`src/hw/rtl/qov_pkg.sv`:
```
// Package for the quadrature odometry and velocity block.
// Holds item and command types, arithmetic constants and the 4x step decoder.
// No dependencies.
package qov_pkg;

  localparam int MM_W      = 24;
  localparam int IV_W      = 24;
  localparam int SPD_W     = 24;
  localparam int TOT_W     = 32;
  localparam int MSCALE_W  = 38;        // mm_per_count * 15625
  localparam int MM_RESET  = 6554;
  localparam int MM_SCALE  = 15625;     // 1e6 / 256 = 15625 / 4
  localparam int MIN_INTERVAL = 100;
  localparam int ALPHA_Q16 = 22938;
  localparam int KEEP_Q16  = 42598;
  localparam int ROUND_HALF = 32768;
  localparam int QUO_W     = 24;
  localparam int DIV_W     = 26;        // divisor is 4 * interval_us
  localparam int MAG_LIM_W = 40;        // count magnitude capped at 2^39
  localparam int EMA_W     = 42;
  localparam int Q_DEPTH   = 2;
  localparam int Q_PTR_W   = $clog2(Q_DEPTH);
  localparam int Q_CNT_W   = $clog2(Q_DEPTH + 1);

  localparam logic [1:0] KIND_LEFT  = 2'd0;
  localparam logic [1:0] KIND_RIGHT = 2'd1;
  localparam logic [1:0] KIND_TICK  = 2'd2;
  localparam logic [1:0] KIND_CLEAR = 2'd3;

  typedef enum logic [2:0] {
    CMD_LEFT  = 3'd0,
    CMD_RIGHT = 3'd1,
    CMD_TICK  = 3'd2,
    CMD_SKIP  = 3'd3,
    CMD_CLEAR = 3'd4
  } cmd_op_t;

  typedef enum logic [1:0] {
    STEP_NONE = 2'b00,
    STEP_UP   = 2'b01,
    STEP_DOWN = 2'b10
  } step_t;

  typedef struct packed {
    logic [1:0]      kind;
    logic            enc_a;
    logic            enc_b;
    logic [IV_W-1:0] interval_us;
    logic            left_off;
    logic            right_off;
    logic            driver_off;
  } qov_in_t;

  typedef struct packed {
    logic signed [TOT_W-1:0] left_total;
    logic signed [TOT_W-1:0] right_total;
    logic signed [SPD_W-1:0] left_speed;
    logic signed [SPD_W-1:0] right_speed;
    logic                    tick_skipped;
  } qov_out_t;

  typedef struct packed {
    cmd_op_t         op;
    step_t           step;
    logic [IV_W-1:0] iv;
    logic            l_off;
    logic            r_off;
  } cmd_t;

  typedef struct packed {
    logic full;
    logic empty;
  } fifo_stat_t;

  typedef struct packed {
    logic                    start;
    logic                    neg;
    logic [IV_W-1:0]         iv;
    logic signed [SPD_W-1:0] filt;
    logic [MSCALE_W-1:0]     mscale;
  } spd_req_t;

  typedef struct packed {
    logic                    done;
    logic signed [SPD_W-1:0] speed;
  } spd_rsp_t;

  // standard 4x quadrature transition table
  function automatic step_t step_of(input logic [1:0] old_ph, input logic [1:0] new_ph);
    step_t s;
    case ({old_ph, new_ph})
      4'd2, 4'd4, 4'd11, 4'd13: s = STEP_UP;
      4'd1, 4'd7, 4'd8, 4'd14:  s = STEP_DOWN;
      default:                  s = STEP_NONE;
    endcase
    return s;
  endfunction

endpackage

```
`src/hw/rtl/quadrature_odometry_velocity_top.sv`:
```
// Top level of the two-wheel quadrature odometry and velocity block.
// Instantiates qov_front, qov_fifo and qov_back. Depends on qov_pkg.
//
// Encoder samples, clear items and short (skipped) ticks are handled in the idle
// state of the back end and stream at one transfer per clock, while results are
// accepted and no tick is in progress, through a two-entry command queue and an
// output register. A velocity tick occupies the back end while each wheel goes in
// turn through one shared speed unit made of a bit-serial multiplier over the
// capped count magnitude, a restoring divider and an EMA update. The front end
// keeps taking items into the queue while a tick is computed, until it is full.
// mm_per_count is loaded through cfg_wr_en/cfg_wr_data; it resets to 6554.
module quadrature_odometry_velocity_top import qov_pkg::*; #(
  parameter int COUNT_BITS = 32
) (
  input  logic            clk,
  input  logic            rst_n,
  input  logic            cfg_wr_en,
  input  logic [MM_W-1:0] cfg_wr_data,
  input  logic            in_valid,
  output logic            in_ready,
  input  qov_in_t         in_data,
  output logic            out_valid,
  input  logic            out_ready,
  output qov_out_t        out_data
);

  fifo_stat_t q_stat;
  logic       q_push, q_pop;
  cmd_t       push_cmd, head_cmd;

  qov_front u_front (
    .clk      (clk),
    .rst_n    (rst_n),
    .in_valid (in_valid),
    .in_ready (in_ready),
    .in_data  (in_data),
    .q_stat   (q_stat),
    .q_push   (q_push),
    .q_cmd    (push_cmd)
  );

  qov_fifo u_fifo (
    .clk      (clk),
    .rst_n    (rst_n),
    .push     (q_push),
    .push_cmd (push_cmd),
    .pop      (q_pop),
    .head_cmd (head_cmd),
    .stat     (q_stat)
  );

  qov_back #(.COUNT_BITS(COUNT_BITS)) u_back (
    .clk         (clk),
    .rst_n       (rst_n),
    .cfg_wr_en   (cfg_wr_en),
    .cfg_wr_data (cfg_wr_data),
    .q_stat      (q_stat),
    .q_cmd       (head_cmd),
    .q_pop       (q_pop),
    .out_valid   (out_valid),
    .out_ready   (out_ready),
    .out_data    (out_data)
  );

endmodule

```
`src/hw/rtl/qov_front.sv`:
```
// Front end: accepts items, decodes encoder phases and classifies ticks.
// Pushes one command per item into the queue. Depends on qov_pkg.
module qov_front import qov_pkg::*; (
  input  logic       clk,
  input  logic       rst_n,
  input  logic       in_valid,
  output logic       in_ready,
  input  qov_in_t    in_data,
  input  fifo_stat_t q_stat,
  output logic       q_push,
  output cmd_t       q_cmd
);

  logic [1:0] phl_r, phl_nxt;
  logic [1:0] phr_r, phr_nxt;
  logic [1:0] new_ph;

  assign in_ready = !q_stat.full;
  assign q_push   = in_valid && !q_stat.full;
  assign new_ph   = {in_data.enc_a, in_data.enc_b};

  always_comb begin
    phl_nxt     = phl_r;
    phr_nxt     = phr_r;
    q_cmd.op    = CMD_CLEAR;
    q_cmd.step  = STEP_NONE;
    q_cmd.iv    = in_data.interval_us;
    q_cmd.l_off = in_data.left_off || in_data.driver_off;
    q_cmd.r_off = in_data.right_off || in_data.driver_off;
    case (in_data.kind)
      KIND_LEFT: begin
        q_cmd.op   = CMD_LEFT;
        q_cmd.step = step_of(phl_r, new_ph);
        if (q_push) phl_nxt = new_ph;
      end
      KIND_RIGHT: begin
        q_cmd.op   = CMD_RIGHT;
        q_cmd.step = step_of(phr_r, new_ph);
        if (q_push) phr_nxt = new_ph;
      end
      KIND_TICK: begin
        if (in_data.interval_us <= IV_W'(MIN_INTERVAL)) q_cmd.op = CMD_SKIP;
        else q_cmd.op = CMD_TICK;
      end
      KIND_CLEAR: begin
        q_cmd.op = CMD_CLEAR;
        if (q_push) begin
          phl_nxt = '0;
          phr_nxt = '0;
        end
      end
      default: q_cmd.op = CMD_CLEAR;
    endcase
  end

  always_ff @(posedge clk) begin
    if (!rst_n) begin
      phl_r <= '0;
      phr_r <= '0;
    end else begin
      phl_r <= phl_nxt;
      phr_r <= phr_nxt;
    end
  end

endmodule

```
`src/hw/rtl/qov_fifo.sv`:
```
// Short command queue between front and back end.
// Register storage, one read port. Depends on qov_pkg.
module qov_fifo import qov_pkg::*; (
  input  logic       clk,
  input  logic       rst_n,
  input  logic       push,
  input  cmd_t       push_cmd,
  input  logic       pop,
  output cmd_t       head_cmd,
  output fifo_stat_t stat
);

  cmd_t               mem_r [Q_DEPTH];
  logic [Q_PTR_W-1:0] wr_ptr_r, wr_ptr_nxt;
  logic [Q_PTR_W-1:0] rd_ptr_r, rd_ptr_nxt;
  logic [Q_CNT_W-1:0] cnt_r, cnt_nxt;
  logic               do_push, do_pop;

  assign stat.full  = (cnt_r == Q_CNT_W'(Q_DEPTH));
  assign stat.empty = (cnt_r == '0);
  assign do_push    = push && !stat.full;
  assign do_pop     = pop && !stat.empty;
  assign head_cmd   = mem_r[rd_ptr_r];

  always_comb begin
    wr_ptr_nxt = wr_ptr_r;
    rd_ptr_nxt = rd_ptr_r;
    cnt_nxt    = cnt_r;
    if (do_push) begin
      wr_ptr_nxt = (wr_ptr_r == Q_PTR_W'(Q_DEPTH - 1)) ? '0 : wr_ptr_r + 1'b1;
    end
    if (do_pop) begin
      rd_ptr_nxt = (rd_ptr_r == Q_PTR_W'(Q_DEPTH - 1)) ? '0 : rd_ptr_r + 1'b1;
    end
    case ({do_push, do_pop})
      2'b10:   cnt_nxt = cnt_r + 1'b1;
      2'b01:   cnt_nxt = cnt_r - 1'b1;
      default: cnt_nxt = cnt_r;
    endcase
  end

  always_ff @(posedge clk) begin
    if (do_push) mem_r[wr_ptr_r] <= push_cmd;
  end

  always_ff @(posedge clk) begin
    if (!rst_n) begin
      wr_ptr_r <= '0;
      rd_ptr_r <= '0;
      cnt_r    <= '0;
    end else begin
      wr_ptr_r <= wr_ptr_nxt;
      rd_ptr_r <= rd_ptr_nxt;
      cnt_r    <= cnt_nxt;
    end
  end

endmodule

```
`src/hw/rtl/qov_speed.sv`:
```
// Shared wheel speed unit: serial multiply, restoring divide, EMA update.
// speed = EMA(sat(mag * mm * 15625 / (4 * iv))). Depends on qov_pkg.
module qov_speed import qov_pkg::*; #(
  parameter int MAG_W = 32
) (
  input  logic             clk,
  input  logic             rst_n,
  input  spd_req_t         req,
  input  logic [MAG_W-1:0] req_mag,
  output spd_rsp_t         rsp
);

  localparam int P_W   = MAG_W + MSCALE_W;
  localparam int HI_W  = P_W - QUO_W;
  localparam int CNT_W = ($clog2(MAG_W) > 5) ? $clog2(MAG_W) : 5;

  typedef enum logic [5:0] {
    S_IDLE = 6'b000001,
    S_MUL  = 6'b000010,
    S_CHK  = 6'b000100,
    S_DIV  = 6'b001000,
    S_EMA1 = 6'b010000,
    S_EMA2 = 6'b100000
  } spd_state_t;

  spd_state_t              st_r, st_nxt;
  logic [CNT_W-1:0]        cnt_r, cnt_nxt;
  logic                    done_r, done_nxt;
  logic [MAG_W-1:0]        mag_r, mag_nxt;
  logic [P_W-1:0]          prod_r, prod_nxt;
  logic [MSCALE_W-1:0]     mscale_r, mscale_nxt;
  logic [DIV_W-1:0]        div_r, div_nxt;
  logic [DIV_W-1:0]        rem_r, rem_nxt;
  logic [QUO_W-1:0]        quo_r, quo_nxt;
  logic                    ovf_r, ovf_nxt;
  logic                    neg_r, neg_nxt;
  logic signed [SPD_W-1:0] filt_r, filt_nxt;
  logic signed [EMA_W-1:0] p1_r, p1_nxt;
  logic signed [SPD_W-1:0] res_r, res_nxt;

  logic [HI_W-1:0]         hi;
  logic [DIV_W:0]          trial, trial_sub;
  logic                    ge;
  logic [QUO_W-1:0]        lim, mag_q;
  logic signed [SPD_W-1:0] raw;
  logic signed [EMA_W-1:0] ema_sum;

  assign hi        = prod_r[P_W-1:QUO_W];
  assign trial     = {rem_r, prod_r[QUO_W-1]};
  assign ge        = trial >= {1'b0, div_r};
  assign trial_sub = trial - {1'b0, div_r};
  // negative results saturate one further than positive ones
  assign lim       = neg_r ? QUO_W'(1 << (SPD_W - 1)) : QUO_W'((1 << (SPD_W - 1)) - 1);
  assign mag_q     = (ovf_r || quo_r > lim) ? lim : quo_r;
  assign raw       = neg_r ? $signed(~mag_q + 1'b1) : $signed(mag_q);
  assign ema_sum   = p1_r + EMA_W'(filt_r) * EMA_W'(KEEP_Q16) + EMA_W'(ROUND_HALF);

  assign rsp.done  = done_r;
  assign rsp.speed = res_r;

  always_comb begin
    st_nxt     = st_r;
    cnt_nxt    = cnt_r;
    done_nxt   = 1'b0;
    mag_nxt    = mag_r;
    prod_nxt   = prod_r;
    mscale_nxt = mscale_r;
    div_nxt    = div_r;
    rem_nxt    = rem_r;
    quo_nxt    = quo_r;
    ovf_nxt    = ovf_r;
    neg_nxt    = neg_r;
    filt_nxt   = filt_r;
    p1_nxt     = p1_r;
    res_nxt    = res_r;
    case (st_r)
      S_IDLE: begin
        if (req.start) begin
          mag_nxt    = req_mag;
          mscale_nxt = req.mscale;
          div_nxt    = {req.iv, 2'b00};
          neg_nxt    = req.neg;
          filt_nxt   = req.filt;
          prod_nxt   = '0;
          cnt_nxt    = CNT_W'(MAG_W - 1);
          st_nxt     = S_MUL;
        end
      end
      S_MUL: begin
        // MSB-first shift and add
        prod_nxt = {prod_r[P_W-2:0], 1'b0} + (mag_r[MAG_W-1] ? P_W'(mscale_r) : '0);
        mag_nxt  = {mag_r[MAG_W-2:0], 1'b0};
        cnt_nxt  = cnt_r - 1'b1;
        if (cnt_r == '0) st_nxt = S_CHK;
      end
      S_CHK: begin
        // quotient needs more than QUO_W bits: saturated anyway
        ovf_nxt = hi >= HI_W'(div_r);
        rem_nxt = hi[DIV_W-1:0];
        quo_nxt = '0;
        cnt_nxt = CNT_W'(QUO_W - 1);
        st_nxt  = (hi >= HI_W'(div_r)) ? S_EMA1 : S_DIV;
      end
      S_DIV: begin
        rem_nxt  = ge ? trial_sub[DIV_W-1:0] : trial[DIV_W-1:0];
        quo_nxt  = {quo_r[QUO_W-2:0], ge};
        prod_nxt = {prod_r[P_W-2:0], 1'b0};
        cnt_nxt  = cnt_r - 1'b1;
        if (cnt_r == '0) st_nxt = S_EMA1;
      end
      S_EMA1: begin
        p1_nxt = EMA_W'(raw) * EMA_W'(ALPHA_Q16);
        st_nxt = S_EMA2;
      end
      S_EMA2: begin
        // weights sum to one, so the result cannot leave the Q16.8 range
        res_nxt  = ema_sum[SPD_W+15:16];
        done_nxt = 1'b1;
        st_nxt   = S_IDLE;
      end
      default: st_nxt = S_IDLE;
    endcase
  end

  always_ff @(posedge clk) begin
    if (!rst_n) begin
      st_r   <= S_IDLE;
      done_r <= 1'b0;
    end else begin
      st_r   <= st_nxt;
      done_r <= done_nxt;
    end
  end

  always_ff @(posedge clk) begin
    cnt_r    <= cnt_nxt;
    mag_r    <= mag_nxt;
    prod_r   <= prod_nxt;
    mscale_r <= mscale_nxt;
    div_r    <= div_nxt;
    rem_r    <= rem_nxt;
    quo_r    <= quo_nxt;
    ovf_r    <= ovf_nxt;
    neg_r    <= neg_nxt;
    filt_r   <= filt_nxt;
    p1_r     <= p1_nxt;
    res_r    <= res_nxt;
  end

endmodule

```
`src/hw/rtl/qov_back.sv`:
```
// Back end: wheel counts, tick sequencing, filtered speeds, result register.
// Instantiates qov_speed. Depends on qov_pkg.
module qov_back import qov_pkg::*; #(
  parameter int COUNT_BITS = 32
) (
  input  logic            clk,
  input  logic            rst_n,
  input  logic            cfg_wr_en,
  input  logic [MM_W-1:0] cfg_wr_data,
  input  fifo_stat_t      q_stat,
  input  cmd_t            q_cmd,
  output logic            q_pop,
  output logic            out_valid,
  input  logic            out_ready,
  output qov_out_t        out_data
);

  localparam int MAG_W = (COUNT_BITS > MAG_LIM_W) ? MAG_LIM_W : COUNT_BITS;
  localparam logic [COUNT_BITS-1:0] MAG_CAP =
    (COUNT_BITS > MAG_LIM_W) ? (COUNT_BITS'(1) << (MAG_LIM_W - 1)) : '1;

  typedef enum logic [4:0] {
    B_IDLE   = 5'b00001,
    B_LSTART = 5'b00010,
    B_LWAIT  = 5'b00100,
    B_RSTART = 5'b01000,
    B_RWAIT  = 5'b10000
  } back_state_t;

  back_state_t             st_r, st_nxt;
  logic [COUNT_BITS-1:0]   acc_l_r, acc_l_nxt, acc_r_r, acc_r_nxt;
  logic [COUNT_BITS-1:0]   prev_l_r, prev_l_nxt, prev_r_r, prev_r_nxt;
  logic signed [SPD_W-1:0] filt_l_r, filt_l_nxt, filt_r_r, filt_r_nxt;
  logic [MSCALE_W-1:0]     mscale_r, mscale_nxt;
  logic                    out_valid_r, out_valid_nxt;
  qov_out_t                out_r, out_nxt;
  logic [MAG_W-1:0]        mag_l_r, mag_l_nxt, mag_rw_r, mag_rw_nxt;
  logic                    neg_l_r, neg_l_nxt, neg_rw_r, neg_rw_nxt;
  logic                    off_l_r, off_l_nxt, off_rw_r, off_rw_nxt;
  logic [IV_W-1:0]         iv_r, iv_nxt;

  logic                    take;
  logic                    emit, emit_skip;
  logic [MAG_W:0]          wl, wr;
  spd_req_t                spd_req;
  logic [MAG_W-1:0]        spd_mag;
  spd_rsp_t                spd_rsp;

  // {sign of delta, capped magnitude}
  function automatic logic [MAG_W:0] wheel_mag(input logic [COUNT_BITS-1:0] cur,
                                               input logic [COUNT_BITS-1:0] prev);
    logic [COUNT_BITS-1:0] d;
    logic [COUNT_BITS-1:0] full;
    d    = cur - prev;
    full = d[COUNT_BITS-1] ? (~d + 1'b1) : d;
    if (full > MAG_CAP) full = MAG_CAP;
    return {d[COUNT_BITS-1], MAG_W'(full)};
  endfunction

  assign wl        = wheel_mag(acc_l_r, prev_l_r);
  assign wr        = wheel_mag(acc_r_r, prev_r_r);
  assign take      = (st_r == B_IDLE) && !q_stat.empty && (!out_valid_r || out_ready);
  assign q_pop     = take;
  assign out_valid = out_valid_r;
  assign out_data  = out_r;

  assign spd_req.start  = (st_r == B_LSTART) || (st_r == B_RSTART);
  assign spd_req.neg    = (st_r == B_RSTART) ? neg_rw_r : neg_l_r;
  assign spd_req.filt   = (st_r == B_RSTART) ? filt_r_r : filt_l_r;
  assign spd_req.iv     = iv_r;
  assign spd_req.mscale = mscale_r;
  assign spd_mag        = (st_r == B_RSTART) ? mag_rw_r : mag_l_r;

  qov_speed #(.MAG_W(MAG_W)) u_speed (
    .clk     (clk),
    .rst_n   (rst_n),
    .req     (spd_req),
    .req_mag (spd_mag),
    .rsp     (spd_rsp)
  );

  always_comb begin
    st_nxt     = st_r;
    acc_l_nxt  = acc_l_r;
    acc_r_nxt  = acc_r_r;
    prev_l_nxt = prev_l_r;
    prev_r_nxt = prev_r_r;
    filt_l_nxt = filt_l_r;
    filt_r_nxt = filt_r_r;
    mag_l_nxt  = mag_l_r;
    mag_rw_nxt = mag_rw_r;
    neg_l_nxt  = neg_l_r;
    neg_rw_nxt = neg_rw_r;
    off_l_nxt  = off_l_r;
    off_rw_nxt = off_rw_r;
    iv_nxt     = iv_r;
    emit       = 1'b0;
    emit_skip  = 1'b0;
    mscale_nxt = cfg_wr_en ? MSCALE_W'(cfg_wr_data) * MSCALE_W'(MM_SCALE) : mscale_r;

    case (st_r)
      B_IDLE: begin
        if (take) begin
          case (q_cmd.op)
            CMD_LEFT: begin
              if (q_cmd.step == STEP_UP) acc_l_nxt = acc_l_r + 1'b1;
              else if (q_cmd.step == STEP_DOWN) acc_l_nxt = acc_l_r - 1'b1;
              emit = 1'b1;
            end
            CMD_RIGHT: begin
              if (q_cmd.step == STEP_UP) acc_r_nxt = acc_r_r + 1'b1;
              else if (q_cmd.step == STEP_DOWN) acc_r_nxt = acc_r_r - 1'b1;
              emit = 1'b1;
            end
            CMD_SKIP: begin
              emit      = 1'b1;
              emit_skip = 1'b1;
            end
            CMD_TICK: begin
              mag_l_nxt  = wl[MAG_W-1:0];
              neg_l_nxt  = wl[MAG_W];
              mag_rw_nxt = wr[MAG_W-1:0];
              neg_rw_nxt = !wr[MAG_W];   // right wheel counts the other way
              off_l_nxt  = q_cmd.l_off;
              off_rw_nxt = q_cmd.r_off;
              iv_nxt     = q_cmd.iv;
              st_nxt     = B_LSTART;
            end
            CMD_CLEAR: begin
              acc_l_nxt  = '0;
              acc_r_nxt  = '0;
              prev_l_nxt = '0;
              prev_r_nxt = '0;
              filt_l_nxt = '0;
              filt_r_nxt = '0;
              emit       = 1'b1;
            end
            default: emit = 1'b1;
          endcase
        end
      end
      B_LSTART: st_nxt = B_LWAIT;
      B_LWAIT: begin
        if (spd_rsp.done) begin
          filt_l_nxt = off_l_r ? '0 : spd_rsp.speed;
          st_nxt     = B_RSTART;
        end
      end
      B_RSTART: st_nxt = B_RWAIT;
      B_RWAIT: begin
        if (spd_rsp.done) begin
          filt_r_nxt = off_rw_r ? '0 : spd_rsp.speed;
          prev_l_nxt = acc_l_r;
          prev_r_nxt = acc_r_r;
          emit       = 1'b1;    // slot was free when the tick was popped
          st_nxt     = B_IDLE;
        end
      end
      default: st_nxt = B_IDLE;
    endcase

    out_nxt.left_total   = TOT_W'(acc_l_nxt);
    out_nxt.right_total  = TOT_W'(acc_r_nxt);
    out_nxt.left_speed   = filt_l_nxt;
    out_nxt.right_speed  = filt_r_nxt;
    out_nxt.tick_skipped = emit_skip;
    if (!emit) out_nxt = out_r;

    out_valid_nxt = emit ? 1'b1 : (out_valid_r && !out_ready);
  end

  always_ff @(posedge clk) begin
    if (!rst_n) begin
      st_r        <= B_IDLE;
      out_valid_r <= 1'b0;
      acc_l_r     <= '0;
      acc_r_r     <= '0;
      prev_l_r    <= '0;
      prev_r_r    <= '0;
      filt_l_r    <= '0;
      filt_r_r    <= '0;
      mscale_r    <= MSCALE_W'(MM_RESET * MM_SCALE);
    end else begin
      st_r        <= st_nxt;
      out_valid_r <= out_valid_nxt;
      acc_l_r     <= acc_l_nxt;
      acc_r_r     <= acc_r_nxt;
      prev_l_r    <= prev_l_nxt;
      prev_r_r    <= prev_r_nxt;
      filt_l_r    <= filt_l_nxt;
      filt_r_r    <= filt_r_nxt;
      mscale_r    <= mscale_nxt;
    end
  end

  always_ff @(posedge clk) begin
    out_r    <= out_nxt;
    mag_l_r  <= mag_l_nxt;
    mag_rw_r <= mag_rw_nxt;
    neg_l_r  <= neg_l_nxt;
    neg_rw_r <= neg_rw_nxt;
    off_l_r  <= off_l_nxt;
    off_rw_r <= off_rw_nxt;
    iv_r     <= iv_nxt;
  end

endmodule

```
`config.mk`:
```
export PLATFORM = sky130hd
export DESIGN_NAME = quadrature_odometry_velocity_top
export DESIGN_NICKNAME = d
export VERILOG_FILES = /design/src/hw/rtl/qov_pkg.sv /design/src/hw/rtl/quadrature_odometry_velocity_top.sv /design/src/hw/rtl/qov_front.sv /design/src/hw/rtl/qov_fifo.sv /design/src/hw/rtl/qov_speed.sv /design/src/hw/rtl/qov_back.sv
export SDC_FILE = /design/constraint.sdc
export NUM_CORES = 2
export LEC_CHECK = 0
export ABC_CLOCK_PERIOD_IN_PS = 13000
export BUFFER_PORTS_ARGS = -buffer_cell sky130_fd_sc_hd__buf_2
export CAP_MARGIN = 20
export CELL_PAD_IN_SITES_DETAIL_PLACEMENT = 2
export CELL_PAD_IN_SITES_GLOBAL_PLACEMENT = 2
export CORE_MARGIN = 2
export CORE_UTILIZATION = 39
export CTS_BUF_LIST = sky130_fd_sc_hd__clkbuf_8
export DETAILED_ROUTE_END_ITERATION = 16
export PLACE_DENSITY = 0.9
export SYNTH_ARGS = -nofsm -noshare
export SYNTH_HDL_FRONTEND = slang
export SYNTH_SLANG_ARGS = --single-unit
```
`constraint.sdc`:
```
create_clock -name clk -period 13 [get_ports clk]
set_input_delay 3.25 -clock clk [delete_from_list [all_inputs] [get_ports clk]]
set_output_delay 3.25 -clock clk [all_outputs]
set_load 0.03 [all_outputs]
```
==> summary by stage <==
Outcome
The run finished with clean final reports.

Synthesis
The total of warnings raised by yosys is 0. The number of flip-flops and latches in the synthesized netlist is 811. The cell area after synthesis is 0.06339 mm². A synthesized cell averages 9.943 µm². Counting flops with an async set or reset pin after synthesis yields a share of 0. The net count of the mapped netlist is 7521. The number of library cell types mapped by synthesis is 100. Synthesis produced a netlist whose cell count is 6376. The number of synthesized flops with an enable pin is 575. The sequential fraction of the synthesis area is 0.3469. In the synthesized netlist the dominant register cell turns out to be sky130_fd_sc_hd__edfxtp_1.

Clocking
The number of setup buffers added after CTS is 0. The master cell of the clock root buffer is sky130_fd_sc_hd__clkbuf_8. The deepest clock path buffer count is 3.

The clock buffer count from CTS is 152. The clock tree from TritonCTS is built. The clock latency on the worst-skew pair is 0.95 ns. Gates resized during post-CTS repair numbered 0. The depth of the CTS H-tree is 4.

After clock tree synthesis, the flow added hold-fix buffers numbering 0. The number of sinks on the clock net is 811. Clock-pin slew was measured on the worst setup and hold paths at 0.07 ns.

Finish
The final cell count without fillers is 8847. The area growth from synthesis to layout is 10.16%. Counting the fill cells in the layout gives 16890. The fraction of layout instances using a drive strength above 1 is 0.08664. At the end of the flow, the number of nets in the layout was 7705.

Timing
The maximum clock frequency is 81.82 MHz. The final critical-path required period is 12.22 ns. The pin slew with the least headroom to its limit is 1.193 ns. On the final layout, the worst clock skew is 0.05852 ns.

The final worst setup slack is 0.7779 ns. The count of pins over their slew limit is 0. The final-report hold violation count is 0. The worst-case headroom to the max-slew limit is 0.2045. The total negative slack is 0 ns. Dividing the final minimum period by the clock period gives 0.9402.

The number of endpoints failing setup at the final stage is 0. The tightest hold path in the finished design has a slack of 0.4236 ns. Setup repair after global routing left no endpoint under its margin.

Global route
The number of global-route vias before repair came to 60700. The maximum number of pins on one net before global-route repair is 75. The number of antenna violations at the first check in global routing was 6. In the global route stage, overall resource usage came out at 0.3001. After global routing the overflow that remains totals 0.

The first global-routing pass estimated 386100 µm of wire.

Drt
For this run, the detailed router's first-pass iteration total came to 5. The number of DRC markers in iteration 0 is 3598. Dividing the detail-routed wire length by the instance count gives 28.54 µm.

The DRC violations left is 0. Detailed routing inserted a total of 53000 vias. In this run the remaining antenna-violating nets after routing total 0. Using the TritonRoute via totals, the vias-per-cell ratio works out to 5.991. The routed design has 252500 µm of wire.

Place
Summed over all nets, the half-perimeter wirelength after detailed placement is 172900 µm. At the placement stage, the worst setup path has a slack of 1.469 ns. The last weighted congestion value of the routability-driven placer is 0.8767.

The instance count after placement with tap cells included is 8563. The number of buffers inserted by port buffering is 174.

Floorplanning
The I/O pin count is 175. The floorplan die height is 407.2 µm. The die boundary width is 407.2 µm. The area of the placeable core is 0.1609 mm². The die footprint is 0.1658 mm². The number of core rows is 147. The starting utilization of the core area is 0.3939.

Pwr
The sequential group share of total power is 0.282. The power density over the cells is 176.4 mW/mm². The share of total power dissipated in combinational logic is 0.504.

The internal portion of total power is 6.702 mW. Of the total power, the share spent switching nets is 0.4560. The maximum vdd ir drop is 159.3 µV. Summed over all cells, the static leakage comes to 31.60 nW. Summed over all nets, the switching power comes to 5.618 mW. Of the total power, the clock network draws 0.214.

Setup path
The slowest stage of the critical path belongs to the cell sky130_fd_sc_hd__a21oi_1. The endpoint identified for the worst register-to-register timing path is u_back.u_speed.p1_r[37]. The startpoint identified for the worst register-to-register timing path is u_back.u_speed.neg_r.

The flop-to-flop setup slack is 0.78 ns. The data arrival time of the critical path is 12.96 ns. STA classifies the critical path startpoint as a flip-flop.

The kind of end point of the critical path is a flip-flop. The most used cell along the critical path is sky130_fd_sc_hd__ha_1. The endpoint required time on the critical path is 13.73 ns.

The peak fanout along the critical path is 43. The largest single stage delay on the critical path is 0.82 ns. The endpoint of the most critical setup path is u_back.u_speed.p1_r[37]. The worst reg-to-reg path cell count is 34. By startpoint and endpoint, the worst setup path is classified as reg2reg.

The most critical setup path has its startpoint at u_back.u_speed.neg_r.

Min path
The path class of the lowest-slack min-delay path is reg2reg. The startpoint identified for the worst hold timing path is u_back.iv_r[7]. The worst hold path passes through 0 cells.

Job
Max-cap violations in this run came to 0.
==> flip-flops by register name, summed over array words and instances (netlist names), 26 cells and up, named ones only <==
register and cells:
u_back.mag_rw_r 32, u_back.mscale_r 38, u_back.out_data 113, u_back.prev_r_r 32
u_back.acc_l_r 32, u_back.u_speed.mag_r 32, u_back.mag_l_r 32, u_back.u_speed.rem_r 26
u_back.acc_r_r 32, u_back.u_speed.p1_r 39, u_fifo.mem_r 62, u_back.prev_l_r 32
u_back.u_speed.mscale_r 38, u_back.u_speed.prod_r 70
==> per-stage QoR <==
step	power, mW	utilization	instance area [µm²]
after floorplan	7.504	-	63390
after global placement	8.781	0.4146	66730
after detailed placement	9.304	0.4147	66750
after CTS	12.27	0.4336	69790
after global routing	12.88	0.4339	69830
final	12.32	0.4339	69840
==> logic make-up (layout without fill, tap and decap cells) <==
group / count (synthesis) / in the layout / synth area share
AOI/OAI and AO/OA: 1337 / 1337 / 0.1359
buffers and inverters: 981 / 1288 / 0.05866
xor gates and xnor gates: 318 / 318 / 0.04393
other: 0 / 4 / 0
and+or+nand+nor: 1694 / 1694 / 0.1320
muxes: 150 / 150 / 0.02481
DFF: 811 / 811 / 0.3469
adders and majority gates: 1085 / 1085 / 0.2577
==> layer usage <==
layer,track usage,vias to the layer above,share of wire
met3,0.04853,933,0.045
li1,-,22880,-
met2,0.5396,1975,0.51
met5,0,-,0.000079
met1,0.3313,27210,0.38
met4,0.1811,2,0.068
==> power groups by stage <==
stage          clock network [mW]  logic (mW)  registers, mW
2_1_floorplan                   0        3.70           3.81
3_3_place_gp                    0        5.30           3.48
3_5_place_dp                    0        5.80           3.51
4_1_cts                      2.68        6.12           3.47
5_1_grt                      2.77        6.61           3.49
6_report                     2.64        6.21           3.47
==> synthesized netlist by cell type, types with 47 or more instances <==
master	number	area, µm²
sky130_fd_sc_hd__inv_1	768	2883
sky130_fd_sc_hd__ha_1	717	8971
sky130_fd_sc_hd__edfxtp_1	575	17270
sky130_fd_sc_hd__nand2_1	415	1558
sky130_fd_sc_hd__nor2_1	391	1468
sky130_fd_sc_hd__a21oi_1	385	1927
sky130_fd_sc_hd__fa_1	368	7367
sky130_fd_sc_hd__o21ai_0	305	1526
sky130_fd_sc_hd__dfxtp_1	236	4725
sky130_fd_sc_hd__xnor2_1	200	1752
sky130_fd_sc_hd__nand3_1	193	965.9
sky130_fd_sc_hd__and2_1	178	1114
sky130_fd_sc_hd__clkbuf_1	176	660.6
sky130_fd_sc_hd__nor3_1	149	745.7
sky130_fd_sc_hd__a21o_1	132	991.0
sky130_fd_sc_hd__xor2_1	118	1033
sky130_fd_sc_hd__mux2i_1	93	930.9
sky130_fd_sc_hd__a22o_1	58	508.0
sky130_fd_sc_hd__mux2_2	57	641.9
sky130_fd_sc_hd__nand4_1	57	356.6
sky130_fd_sc_hd__a31oi_1	55	344.1
sky130_fd_sc_hd__o21a_1	50	375.4
sky130_fd_sc_hd__o211ai_1	47	352.8
==> layout by cell type (no fill, tap or decap), drive strengths merged, types with 16 or more instances in the layout <==
master | synthesis | layout
o21a | 50 | 50
or2 | 17 | 17
a21boi | 21 | 21
or3 | 29 | 29
nand2b | 44 | 44
or4 | 24 | 24
and3 | 42 | 42
xnor2 | 200 | 200
nor3b | 16 | 16
o31ai | 44 | 44
and2 | 179 | 179
o211ai | 47 | 47
fa | 368 | 368
nand2 | 415 | 415
nor2b | 45 | 45
nand4 | 57 | 57
buf | 33 | 239
o21bai | 27 | 27
clkinv | 2 | 41
nor3 | 150 | 150
dfxtp | 236 | 236
inv | 769 | 818
mux2i | 93 | 93
mux2 | 57 | 57
a211oi | 36 | 36
ha | 717 | 717
xor2 | 118 | 118
nor2 | 391 | 391
a31oi | 56 | 56
a21o | 132 | 132
a21oi | 386 | 386
clkbuf | 177 | 175
nand3 | 193 | 193
o21ai | 308 | 308
edfxtp | 575 | 575
a22o | 58 | 58
nor4 | 42 | 42
==> cell type report <==
cell class	instances	area, µm²	share of cell area
Timing Repair Buffer	240	1384	0.01982
Inverter	771	2899	0.04151
Tap cell	2160	2703	0.03870
Clock buffer	175	2409	0.03449
Multi-Input combinational cell	4584	37810	0.5414
Antenna cell	4	10.01	0.0001433
Clock inverter	102	633.1	0.009066
Sequential cell	811	21990	0.3149
==> worst max-delay path, delay by kind of cell (launching register included) <==
kind | cells | cell delay [ns]
AOI/OAI and AO/OA | 11 | 4.37
adders and majority gates | 9 | 4.29
and+or+nand+nor | 5 | 0.93
buffers and inverters | 7 | 1.40
muxes | 2 | 0.71
DFF | 1 | 0.32
==> worst min path at each step <==
stage | to | slack, ns
4_1_cts | u_back.u_speed.div_r[3] | 0.43
3_3_place_gp | u_back.u_speed.div_r[12] | 0.40
5_1_grt | u_back.u_speed.div_r[7] | 0.43
6_report | u_back.u_speed.div_r[9] | 0.42
2_1_floorplan | u_back.u_speed.div_r[10] | 0.40
3_5_place_dp | u_back.u_speed.div_r[10] | 0.41
(Power assumes the default switching activity.)
